===== config.mk =====
export PLATFORM = sky130hd
export DESIGN_NAME = timed_event_table_top
export DESIGN_NICKNAME = d
export VERILOG_FILES = /design/src/hdl/tet_pkg.sv /design/src/hdl/timed_event_table_top.sv /design/src/hdl/tet_ram.sv
export SDC_FILE = /design/constraint.sdc
export NUM_CORES = 1
export LEC_CHECK = 0
export ABC_AREA = 1
export ABC_CLOCK_PERIOD_IN_PS = 4600
export BUFFER_PORTS_ARGS = -buffer_cell sky130_fd_sc_hd__clkbuf_2
export CAP_MARGIN = 20
export CORE_MARGIN = 2
export CORE_UTILIZATION = 40
export DETAILED_ROUTE_END_ITERATION = 8
export GPL_TIMING_DRIVEN = 0
export HOLD_SLACK_MARGIN = 0.05
export SYNTH_ARGS = -nofsm -noshare
export SYNTH_HDL_FRONTEND = slang
export SYNTH_SLANG_ARGS = --single-unit

===== constraint.sdc =====
create_clock -name i_clk -period 4.6 [get_ports i_clk]
set_clock_uncertainty 0.15 [all_clocks]
set_input_delay 0.23 -clock i_clk [delete_from_list [all_inputs] [get_ports i_clk]]
set_output_delay 0.23 -clock i_clk [all_outputs]
set_load 0.02 [all_outputs]

===== src/hdl/tet_pkg.sv =====
// Package with the types, codes and constants of the timed event table.
`default_nettype none

package tet_pkg;

    // Default number of events the table can hold.
    localparam int TET_CAPACITY = 16;

    localparam int TIME_W = 32;
    localparam int DEST_W = 8;
    localparam int DGRAM_W = 16;

    // Command codes of an input beat.
    localparam logic CMD_SCHEDULE = 1'b0;
    localparam logic CMD_TICK = 1'b1;

    typedef enum logic [1:0] {
        KIND_ACCEPT  = 2'd0,
        KIND_REJECT  = 2'd1,
        KIND_DELIVER = 2'd2,
        KIND_TICKEND = 2'd3
    } t_kind;

    typedef enum logic {
        ST_IDLE,
        ST_SCAN
    } t_state;

    typedef struct packed {
        logic               cmd;
        logic [TIME_W-1:0]  due_time;
        logic [DEST_W-1:0]  dest_id;
        logic [DGRAM_W-1:0] datagram_ref;
    } t_cmd_item;

    typedef struct packed {
        t_kind              kind;
        logic [DEST_W-1:0]  out_dest;
        logic [DGRAM_W-1:0] out_datagram;
        logic [TIME_W-1:0]  time_now;
        logic               last;
    } t_result_item;

    // One stored event, as it sits in the table memory.
    typedef struct packed {
        logic [TIME_W-1:0]  due_time;
        logic [DEST_W-1:0]  dest_id;
        logic [DGRAM_W-1:0] datagram_ref;
    } t_entry;

    localparam int ENTRY_W = $bits(t_entry);

endpackage

`default_nettype wire


===== src/hdl/timed_event_table_top.sv =====
// Top level of the timed event table: a fixed-capacity list of timed events.
//
//  Channel   Ports                              Direction  Beat taken when
//  --------  ---------------------------------  ---------  ------------------------
//  command   start, busy, i_cmd                 in         start high, busy low
//  result    o_res_valid, o_res                 out        every cycle o_res_valid
//  config    i_cfg_valid, o_cfg_ready, i_cfg_data  in      valid and ready high
//
// A schedule beat's result appears in the cycle after the accepting edge, and
// busy stays low, so schedule beats may follow each other in every cycle. A
// tick holds busy while it scans: it reads the stored entries one after
// another, checks each entry in the step after its read, and then closes the
// scan; on an empty table it only closes the scan. Each delivery appears in
// the cycle after its entry is checked, and the tick-end result appears in
// the first cycle after busy drops.
// The start time is taken only while the block is idle and no command beat is
// offered, so a write never meets a command beat at the same edge.
// Reset is synchronous and active low; it empties the table and clears the
// current time to zero. The table memory itself needs no clearing.
// The receiver cannot stall: every result is shown for exactly one cycle.
`default_nettype none

module timed_event_table_top #(
    parameter int CAPACITY = tet_pkg::TET_CAPACITY
) (
    input  wire logic                  i_clk,
    input  wire logic                  i_rst_n,
    // Command channel.
    input  wire logic                  start,
    output logic                       busy,
    input  wire tet_pkg::t_cmd_item    i_cmd,
    // Result channel.
    output logic                       o_res_valid,
    output tet_pkg::t_result_item      o_res,
    // Configuration channel: the start time.
    input  wire logic                  i_cfg_valid,
    output logic                       o_cfg_ready,
    input  wire logic [tet_pkg::TIME_W-1:0] i_cfg_data
);

    import tet_pkg::*;

    // Address width of the table and width of a counter that can hold CAPACITY.
    localparam int AW = (CAPACITY > 1) ? $clog2(CAPACITY) : 1;
    localparam int CNT_W = $clog2(CAPACITY + 1);

    t_state r_state, n_state;

    // Number of stored events and the current time.
    logic [CNT_W-1:0]  r_count, n_count;
    logic [TIME_W-1:0] r_time, n_time;

    // Scan pointers: r_rd is the next entry to read, r_wr is where the next
    // kept entry is written back. Kept entries are compacted toward the front,
    // which removes the delivered ones while the order of the others stays.
    logic [CNT_W-1:0]  r_rd, n_rd;
    logic [CNT_W-1:0]  r_wr, n_wr;
    // High when the memory read data holds an entry issued in the last cycle.
    logic              r_pv, n_pv;

    logic              r_res_valid, n_res_valid;
    t_result_item      r_res, n_res;

    logic              ram_we;
    logic [AW-1:0]     ram_waddr;
    t_entry            ram_wdata;
    logic [AW-1:0]     ram_raddr;
    t_entry            ram_rdata;

    logic              accept;
    logic              cfg_write;
    logic              scan_done;

    tet_ram #(
        .WIDTH (ENTRY_W),
        .DEPTH (CAPACITY)
    ) u_table (
        .i_clk   (i_clk),
        .i_we    (ram_we),
        .i_waddr (ram_waddr),
        .i_wdata (ram_wdata),
        .i_raddr (ram_raddr),
        .o_rdata (ram_rdata)
    );

    assign busy        = (r_state != ST_IDLE);
    assign o_cfg_ready = (r_state == ST_IDLE) && !start;
    assign accept      = start && !busy;
    assign cfg_write   = i_cfg_valid && o_cfg_ready;
    assign o_res_valid = r_res_valid;
    assign o_res       = r_res;

    // The scan ends once every entry has been read and the last read has
    // been processed.
    assign scan_done = (r_rd == r_count) && !r_pv;

    always_comb begin
        n_state = r_state;
        unique case (r_state)
            ST_IDLE: begin
                if (accept && i_cmd.cmd == CMD_TICK) begin
                    n_state = ST_SCAN;
                end
            end
            ST_SCAN: begin
                if (scan_done) begin
                    n_state = ST_IDLE;
                end
            end
            default: begin
                n_state = ST_IDLE;
            end
        endcase
    end

    always_comb begin
        n_count     = r_count;
        n_time      = r_time;
        n_rd        = r_rd;
        n_wr        = r_wr;
        n_pv        = 1'b0;
        n_res_valid = 1'b0;
        n_res       = '{kind: KIND_ACCEPT, out_dest: '0, out_datagram: '0,
                        time_now: r_time, last: 1'b1};
        ram_we      = 1'b0;
        ram_waddr   = r_wr[AW-1:0];
        ram_wdata   = ram_rdata;
        ram_raddr   = r_rd[AW-1:0];

        unique case (r_state)
            ST_IDLE: begin
                if (cfg_write) begin
                    n_time = i_cfg_data;
                end
                if (accept) begin
                    if (i_cmd.cmd == CMD_SCHEDULE) begin
                        // Append at the end of the table, or reject when full.
                        n_res_valid = 1'b1;
                        if (r_count == CNT_W'(CAPACITY)) begin
                            n_res.kind = KIND_REJECT;
                        end else begin
                            ram_we    = 1'b1;
                            ram_waddr = r_count[AW-1:0];
                            ram_wdata = '{due_time: i_cmd.due_time,
                                          dest_id: i_cmd.dest_id,
                                          datagram_ref: i_cmd.datagram_ref};
                            n_count   = r_count + CNT_W'(1);
                        end
                    end else begin
                        n_rd = '0;
                        n_wr = '0;
                    end
                end
            end
            ST_SCAN: begin
                if (r_rd != r_count) begin
                    n_rd = r_rd + CNT_W'(1);
                    n_pv = 1'b1;
                end
                if (r_pv) begin
                    if (ram_rdata.due_time == r_time) begin
                        n_res_valid        = 1'b1;
                        n_res.kind         = KIND_DELIVER;
                        n_res.out_dest     = ram_rdata.dest_id;
                        n_res.out_datagram = ram_rdata.datagram_ref;
                        n_res.last         = 1'b0;
                    end else begin
                        // The write lands at or behind the entry just read,
                        // never on an entry still to be read.
                        ram_we = 1'b1;
                        n_wr   = r_wr + CNT_W'(1);
                    end
                end
                if (scan_done) begin
                    n_res_valid = 1'b1;
                    n_res.kind  = KIND_TICKEND;
                    n_count     = r_wr;
                    n_time      = r_time + TIME_W'(1);
                end
            end
            default: begin
                n_res_valid = 1'b0;
            end
        endcase
    end

    always_ff @(posedge i_clk) begin
        if (!i_rst_n) begin
            r_state     <= ST_IDLE;
            r_count     <= '0;
            r_time      <= '0;
            r_rd        <= '0;
            r_wr        <= '0;
            r_pv        <= 1'b0;
            r_res_valid <= 1'b0;
        end else begin
            r_state     <= n_state;
            r_count     <= n_count;
            r_time      <= n_time;
            r_rd        <= n_rd;
            r_wr        <= n_wr;
            r_pv        <= n_pv;
            r_res_valid <= n_res_valid;
        end
    end

    always_ff @(posedge i_clk) begin
        r_res <= n_res;
    end

    // The table never holds more events than its capacity.
    a_count_bound: assert property (@(posedge i_clk) disable iff (!i_rst_n)
        r_count <= CNT_W'(CAPACITY))
        else $error("event count exceeds capacity");

    // Compaction writes only behind the read pointer, so no unread entry is lost.
    a_write_behind: assert property (@(posedge i_clk) disable iff (!i_rst_n)
        (ram_we && r_state == ST_SCAN) |-> (r_wr < r_rd))
        else $error("scan write-back overtook the read pointer");

    // An accepted tick keeps the block busy in the next cycle.
    a_tick_busy: assert property (@(posedge i_clk) disable iff (!i_rst_n)
        (accept && i_cmd.cmd == CMD_TICK) |=> busy)
        else $error("tick accepted but block not busy");

    // The tick end closes the scan: the block is idle when it is shown.
    a_tickend_idle: assert property (@(posedge i_clk) disable iff (!i_rst_n)
        (o_res_valid && o_res.kind == KIND_TICKEND) |-> !busy)
        else $error("tick end shown while still scanning");

    // Deliveries are shown only during a scan, never at the start of one.
    a_deliver_scan: assert property (@(posedge i_clk) disable iff (!i_rst_n)
        (o_res_valid && o_res.kind == KIND_DELIVER) |-> (busy && $past(busy)))
        else $error("delivery outside a tick");

endmodule

`default_nettype wire


===== src/hdl/tet_ram.sv =====
// Generic single-port-write, single-port-read RAM with a registered read.
`default_nettype none

module tet_ram #(
    parameter int WIDTH = 8,
    parameter int DEPTH = 16,
    localparam int AW = (DEPTH > 1) ? $clog2(DEPTH) : 1
) (
    input  wire logic             i_clk,
    input  wire logic             i_we,
    input  wire logic [AW-1:0]    i_waddr,
    input  wire logic [WIDTH-1:0] i_wdata,
    input  wire logic [AW-1:0]    i_raddr,
    output logic      [WIDTH-1:0] o_rdata
);

    logic [WIDTH-1:0] mem [DEPTH];

    always_ff @(posedge i_clk) begin
        if (i_we) begin
            mem[i_waddr] <= i_wdata;
        end
        o_rdata <= mem[i_raddr];
    end

endmodule

`default_nettype wire

==> impl_metrics.tcl, run 1 <==
set metrics [dict create \
    status "finished clean" \
    clock-sinks 1061 \
    multi_input_area_mm2 0.0103 \
    finalNetCount 3904 \
    synth_top_family_by_area "simple AND/OR/NAND/NOR gates" \
    syn_inst 3359 \
    hold_depth 6 \
    antenna_left 0 \
    grt_overflow_total 0 \
    num_vias 29000 \
    regArea_mm2 0.0302 \
    rows 118 \
    dpl.cell_count 4965 \
    detail_route.first_pass.iterations 8 \
    cts_max_level 3 \
    grt_pass1_wl_mm 184 \
    clock_tree.root_cell "clkbuf_16" \
    setup_viol 0 \
    via_per_inst 5.49 \
    antenna_found_initial 5 \
    fin_setup_tns_ns 0 \
    final_cells 5277 \
    synth_area_leaders "edfxtp_1 65%, dfxtp_1 7.9%, nor2_1 5.7%" \
    ys_ff_latch 1061 \
    synthXorXnorAreaFrac 0.00525 \
    netlist_area_mm2 0.0417 \
    path_class "reg2reg" \
    coreArea_mm2 0.103 \
    crit_start "r_time[0]" \
    hold_class "in2reg" \
    wirelength_mm 127 \
    r2r_start "r_time[0]" \
    worst_slew_pin_slew_ns 1.07 \
    relSlewSlack 0.288 \
    route.detailed.drc 0 \
    cts_tree "done" \
    peakVddDrop_v 0.000375 \
    crit_end "r_time[18]" \
    hp-start "i_cfg_valid" \
    synth_area_per_cell_um2 12.4 \
    critPathCaptureType "register" \
    busiest_layer "met2" \
    hold_viol 0 \
    dp_hpwl_mm 85.2 \
    worst-path-max-fanout 7 \
    synth_mux_area_frac 0.0221 \
    synth_top_area_share 0.646 \
    synth_fp_nets 3457 \
    synth_compound_area_frac 0.0936 \
    synth_most_common_cell "edfxtp_1" \
    max_cap_violations 0 \
    arrival_ns 4.69 \
    leakagePower_nw 16.9 \
    min_period_ns 4.26 \
    clk_pin_slew_ns 0.06 \
    yosys.cell_types.count 40 \
    reg2reg_slack_ns 0.34 \
    die-area_mm2 0.107 \
    rsz0062_at_grt "no" \
    fmax_mhz 235 \
    min_period_over_period 0.927 \
    synth_fa_ha_area_frac 0.00150 \
    synth_commonest_cells "896 x edfxtp_1, 635 x nor2_1, 444 x nand2_1, 311 x o21ai_0, 165 x dfxtp_1" \
    critPathLaunchType "register" \
    clockBufferDepth 3 \
    cts-buffers-inserted 108 \
    initialDrtViolationCount 3290 \
    r2r_end "r_time[18]" \
    power.density_mw_per_mm2 442 \
    r2r_cells 15 \
    initial_core_util 0.403 \
    die_x_um 327 \
    ios 155 \
    seq_area_frac_synth 0.725 \
    synthFlopType "edfxtp_1" \
    fillers 9129 \
    grt_use_met2 0.379 \
    final_layout_size_suffix_gt1_frac 0.126 \
    drv_slew 0 \
    synth-async-reset-ratio 0 \
    grt_use_met3 0.0333 \
    clk_latency_ns 0.70 \
    synth_area_leader_cell "edfxtp_1" \
    synth_edf_count 896 \
    yosys.area_share.simple 0.122 \
    first_global_vias 27900 \
    gp_congestion 0.934 \
    wire_per_inst_um 24.0 \
    syn_to_final_growth_pct 19.5 \
    io_buffers 154 \
    die_h_um 327 \
    grt_usage 0.233 \
    grt_use_met1 0.324 \
    postCtsSetupRepairBufs 0 \
    grt_max_degree 27 \
    yosysWarnings 0 \
    worst_ep_required_time_ns 5.03 \
]
## metrics by stage
| step | hold slack [ns] | setup WS (ns) | total power [mW] | instance area [um2] | utilization |
|---|---|---|---|---|---|
| final | 0.0820 | 0.336 | 22.0 | 49800 | 0.481 |
| after global placement | 0.183 | -3.21 | 13.6 | 44200 | 0.427 |
| after detailed placement | 0.183 | 0.978 | 13.7 | 45300 | 0.438 |
| after CTS | 0.0527 | 0.494 | 22.1 | 49800 | 0.481 |
| after floorplan | 0.176 | 0.220 | 12.6 | 41700 | - |
| after global routing | 0.0962 | 0.186 | 22.7 | 49800 | 0.481 |
## worst min-delay path by stage
| stage | to |
|---|---|
| 6_report | r_time[30] |
| 5_1_grt | r_time[30] |
| 4_1_cts | r_time[11] |
| 3_5_place_dp | o_res[10] |
| 3_3_place_gp | o_res[10] |
| 2_1_floorplan | o_res[10] |
## power by group
part	switching (mW)	internal, mW
clock network	3.68	4.75
registers	0.161	11.0
logic	1.73	0.716
## area by class of cell
cell class                      instances  share of cell area
Tap cell                             1380              0.0347
Antenna cell                            1           0.0000502
Sequential cell                      1061               0.607
Inverter                              103             0.00776
Clock inverter                         40             0.00703
Timing Repair Buffer                  337              0.0578
Buffer                                204              0.0180
Multi-Input combinational cell       1991               0.207
Clock buffer                          160              0.0611
## routing by layer
metal,part of all wire,wire length (um),up-vias
met1,0.42,53700,14300
met4,0.029,3660,0
met5,0,0,-
met2,0.47,59200,1345
met3,0.079,9950,225
li1,-,-,13100
## state kept, by name (all words and copies together), names as in the netlist
register,count
busy,1
o_res,59
o_res_valid,1
r_count,5
r_pv,1
r_rd,5
r_time,32
r_wr,5
u_table.mem,896
u_table.o_rdata,56
## repair_timing
| action | 4_1_cts | 5_1_grt |
|---|---|---|
| hold buffers | 106 | 2 |
| endpoints found under the hold margin | 389 | 32 |
| setup endpoints to repair | 0 | 0 |
| resized for setup | 0 | 0 |
## critical path, cell delays in order, from the launching register on
cell and delay (ns):
dfxtp_1 0.49, ha_1 0.26, nand3_1 0.25, inv_1 0.19, nand2_1 0.16, inv_1 0.24
nand2_1 0.14, nor2_1 0.20, nand3_1 0.09, o21ai_0 0.11, nand2_1 0.09, dlygate4sd3_1 0.56
nand2_1 0.07, dlygate4sd3_1 0.56, a21oi_1 0.04, dlygate4sd3_1 0.55
## kinds of logic (layout without fill, tap and decap cells)
logic type,after synthesis,count (layout)
AO/OA/AOI/OAI,598,598
XOR/XNOR,25,25
adder cells (fa/ha/maj),5,5
buffers and inverters,307,844
flip-flops,1061,1061
multiplexers,92,92
other,0,1
AND/OR/NAND/NOR,1271,1271
## placed cells by master (no fill, tap or decap), drive strengths merged
cell type | synthesis | layout
o32ai | 133 | 133
edfxtp | 896 | 896
a31oi | 1 | 1
xor2 | 8 | 8
a21oi | 32 | 32
a21boi | 1 | 1
o22ai | 3 | 3
nand2 | 446 | 446
nand3 | 151 | 151
o21bai | 1 | 1
ha | 5 | 5
dfxtp | 165 | 165
buf | 77 | 152
inv | 103 | 103
o221ai | 91 | 91
o211ai | 22 | 22
clkinvlp | 0 | 7
or2 | 11 | 11
nor3b | 1 | 1
nand4 | 6 | 6
clkinv | 0 | 30
nor2 | 637 | 637
mux2i | 92 | 92
nand3b | 3 | 3
o21ai | 314 | 314
bufinv | 0 | 3
nor3 | 16 | 16
dlygate4sd3 | 0 | 108
clkbuf | 127 | 441
xnor2 | 17 | 17
diode | 0 | 1
Power figures use the tool's default switching activity.
==> run 2, diff against run 1 <==
--- a/config.mk
+++ b/config.mk
@@ -16,4 +16,5 @@
 export HOLD_SLACK_MARGIN = 0.05
 export SYNTH_ARGS = -nofsm -noshare
 export SYNTH_HDL_FRONTEND = slang
+export SYNTH_HIERARCHICAL = 1
 export SYNTH_SLANG_ARGS = --single-unit
==> run 2 against run 1 <==
Fmax hardly changed; worst hold slack gained 0.0041 ns; first-iteration DRC count grew 11%; register-to-register slack is essentially flat; area after synthesis is 9.6% higher; sequential power hardly changed; synthesized cell count increased by 38%; critical path depth decreased by 4; critical endpoint is now u_table/mem[4][24].
==> impl_metrics.tcl, run 2 <==
set metrics [dict create \
    status "finished clean" \
    hold_class "in2reg" \
    final_layout_size_suffix_gt1_frac 0.120 \
    final_area_mm2 0.0539 \
    setup_viol 0 \
    netlist_area_mm2 0.0457 \
    worst_ep_required_time_ns 4.84 \
    r2r_start "r_count[0]" \
    synth_edf_count 896 \
    crit_end "u_table/mem[4][24]" \
    path_class "reg2reg" \
    min_period_ns 4.26 \
    route.detailed.drc 0 \
    fmax_mhz 235 \
    num_vias 33400 \
    critPathLaunchType "register" \
    yosys.cell_types.count 43 \
    io_buffers 153 \
    r2r_end "u_table/mem[4][24]" \
    via_per_inst 5.04 \
    layout_commonest_cell "nand2_1" \
    grt_usage 0.233 \
    dp_hpwl_mm 92.3 \
    synth_area_leader_cell "edfxtp_1" \
    synth_fp_nets 4718 \
    wire_per_inst_um 20.8 \
    die_h_um 342 \
    r2r_cells 11 \
    rsz0062_at_grt "no" \
    coreArea_mm2 0.113 \
    synth-async-reset-ratio 0 \
    clk_latency_ns 0.70 \
    fillers 10100 \
    detail_route.first_pass.iterations 6 \
    drv_slew 0 \
    worst-path-max-fanout 22 \
    worst_slack_ns 0.338 \
    gp_congestion 0.860 \
    ys_ff_latch 1061 \
    wirelength_mm 138 \
    clock-sinks 1061 \
    hold_viol 0 \
    finish.utilization 0.478 \
    hold_depth 3 \
    synthFlopType "edfxtp_1" \
    arrival_ns 4.50 \
    fin_setup_tns_ns 0 \
    initialDrtViolationCount 3642 \
    postCtsSetupRepairBufs 0 \
    antenna_left 0 \
    placed_cell_area_mm2 0.0494 \
    syn_inst 4620 \
    mostFrequentLayoutCells "1,480 x nand2_1, 896 x edfxtp_1, 759 x inv_1" \
    die_x_um 342 \
    grt_pass1_wl_mm 201 \
    worst_slew_pin_slew_ns 1.14 \
    peakVddDrop_v 0.000310 \
    synth_area_leaders "edfxtp_1 59%, nand2_1 12%, nand3_1 7.9%" \
    p_total_mw 22.5 \
    power.density_mw_per_mm2 417 \
    synth_most_common_cell "nand2_1" \
    clockBufferDepth 3 \
    relSlewSlack 0.241 \
    max_cap_violations 0 \
    seq_area_frac_synth 0.662 \
    syn_to_final_growth_pct 18.1 \
    antenna_found_initial 3 \
    clock_tree.root_cell "clkbuf_16" \
    dp_slack_ns 0.385 \
    regMostFlops "u_table/mem" \
    synth_top_area_share 0.589 \
    grt_overflow_total 0 \
    ios 155 \
    die-area_mm2 0.117 \
    min_period_over_period 0.927 \
    largest_register_ffs 896 \
    critPathCaptureType "register" \
    synth_area_per_cell_um2 9.88 \
    cts_max_level 3 \
    finalNetCount 5137 \
    cts-buffers-inserted 109 \
    clk_pin_slew_ns 0.06 \
    reg2reg_slack_ns 0.34 \
    initial_core_util 0.405 \
    cts_tree "done" \
    first_global_vias 31400 \
    yosysWarnings 6 \
    synth_commonest_cells "1,480 x nand2_1, 896 x edfxtp_1, 759 x inv_1, 723 x nand3_1, 165 x dfxtp_1" \
    crit_start "r_count[0]" \
    grt_max_degree 26 \
    rows 123 \
    leakagePower_nw 23.1 \
]
run 2: metal layers:
layer | vias up | global-route usage | part of all wire
met2 | 1342 | 0.386 | 0.48
met1 | 16100 | 0.311 | 0.41
met5 | - | 0 | 0
li1 | 15700 | - | -
met3 | 244 | 0.0310 | 0.076
met4 | 0 | 0.0927 | 0.036
run 2: cell families after synthesis:
family / synth area share
muxes: 0.000658
adders and majority gates: 0.00137
and+or+nand+nor: 0.220
AOI/OAI and AO/OA: 0.0147
DFF: 0.662
xor gates and xnor gates: 0.00710
buffers and inverters: 0.0942
run 2: worst min path at each step:
stage	startpoint	end
detailed placement	r_time[17]	o_res[18]
finish	i_cmd[53]	u_table/mem[4][53]
CTS	i_cfg_valid	r_time[14]
global route	i_cfg_valid	r_time[3]
floorplan	r_time[17]	o_res[18]
global placement	r_time[17]	o_res[18]
run 2: final cells by class:
cell class                      count  area [um2]  share of cell area
Timing Repair Buffer              308        2640              0.0489
Inverter                          766        2880              0.0535
Sequential cell                  1061       30200               0.560
Clock buffer                      151        3080              0.0571
Tap cell                         1500        1880              0.0348
Buffer                            225        1420              0.0263
Clock inverter                     55         541              0.0100
Antenna cell                        3        7.51            0.000139
Multi-Input combinational cell   2568       11300               0.209
run 2: what timing repair did:
item / in CTS / in global routing
gates resized for setup: 0 / 0
hold buffers: 88 / 1
hold endpoints to repair: 372 / 2
run 2: stage by stage:
step                      std cells  hold slack [ns]
after floorplan                4620            0.176
after global placement         6273            0.182
after detailed placement       6335            0.181
after CTS                      6629           0.0505
after global routing           6635            0.150
final                          6637           0.0861
run 2: report_power, final:
part           internal [mW]  switching (mW)  leakage, nW  total (mW)
Sequential              11.0           0.173         9.44        11.1
Combinational          0.765            1.72         11.8        2.48
Clock                   5.13            3.74         1.80        8.88
Total                   16.9            5.63         23.1        22.5
run 2: critical path, stage by stage, from the launching register on:
cell	delay, ns
dfxtp_1	0.40
inv_1	0.13
ha_1	0.21
nand4_1	0.15
nand2_1	0.15
inv_2	0.40
buf_2	0.38
o22ai_1	0.22
nand3b_1	0.47
nor2_4	0.74
buf_12	0.28
buf_12	0.21
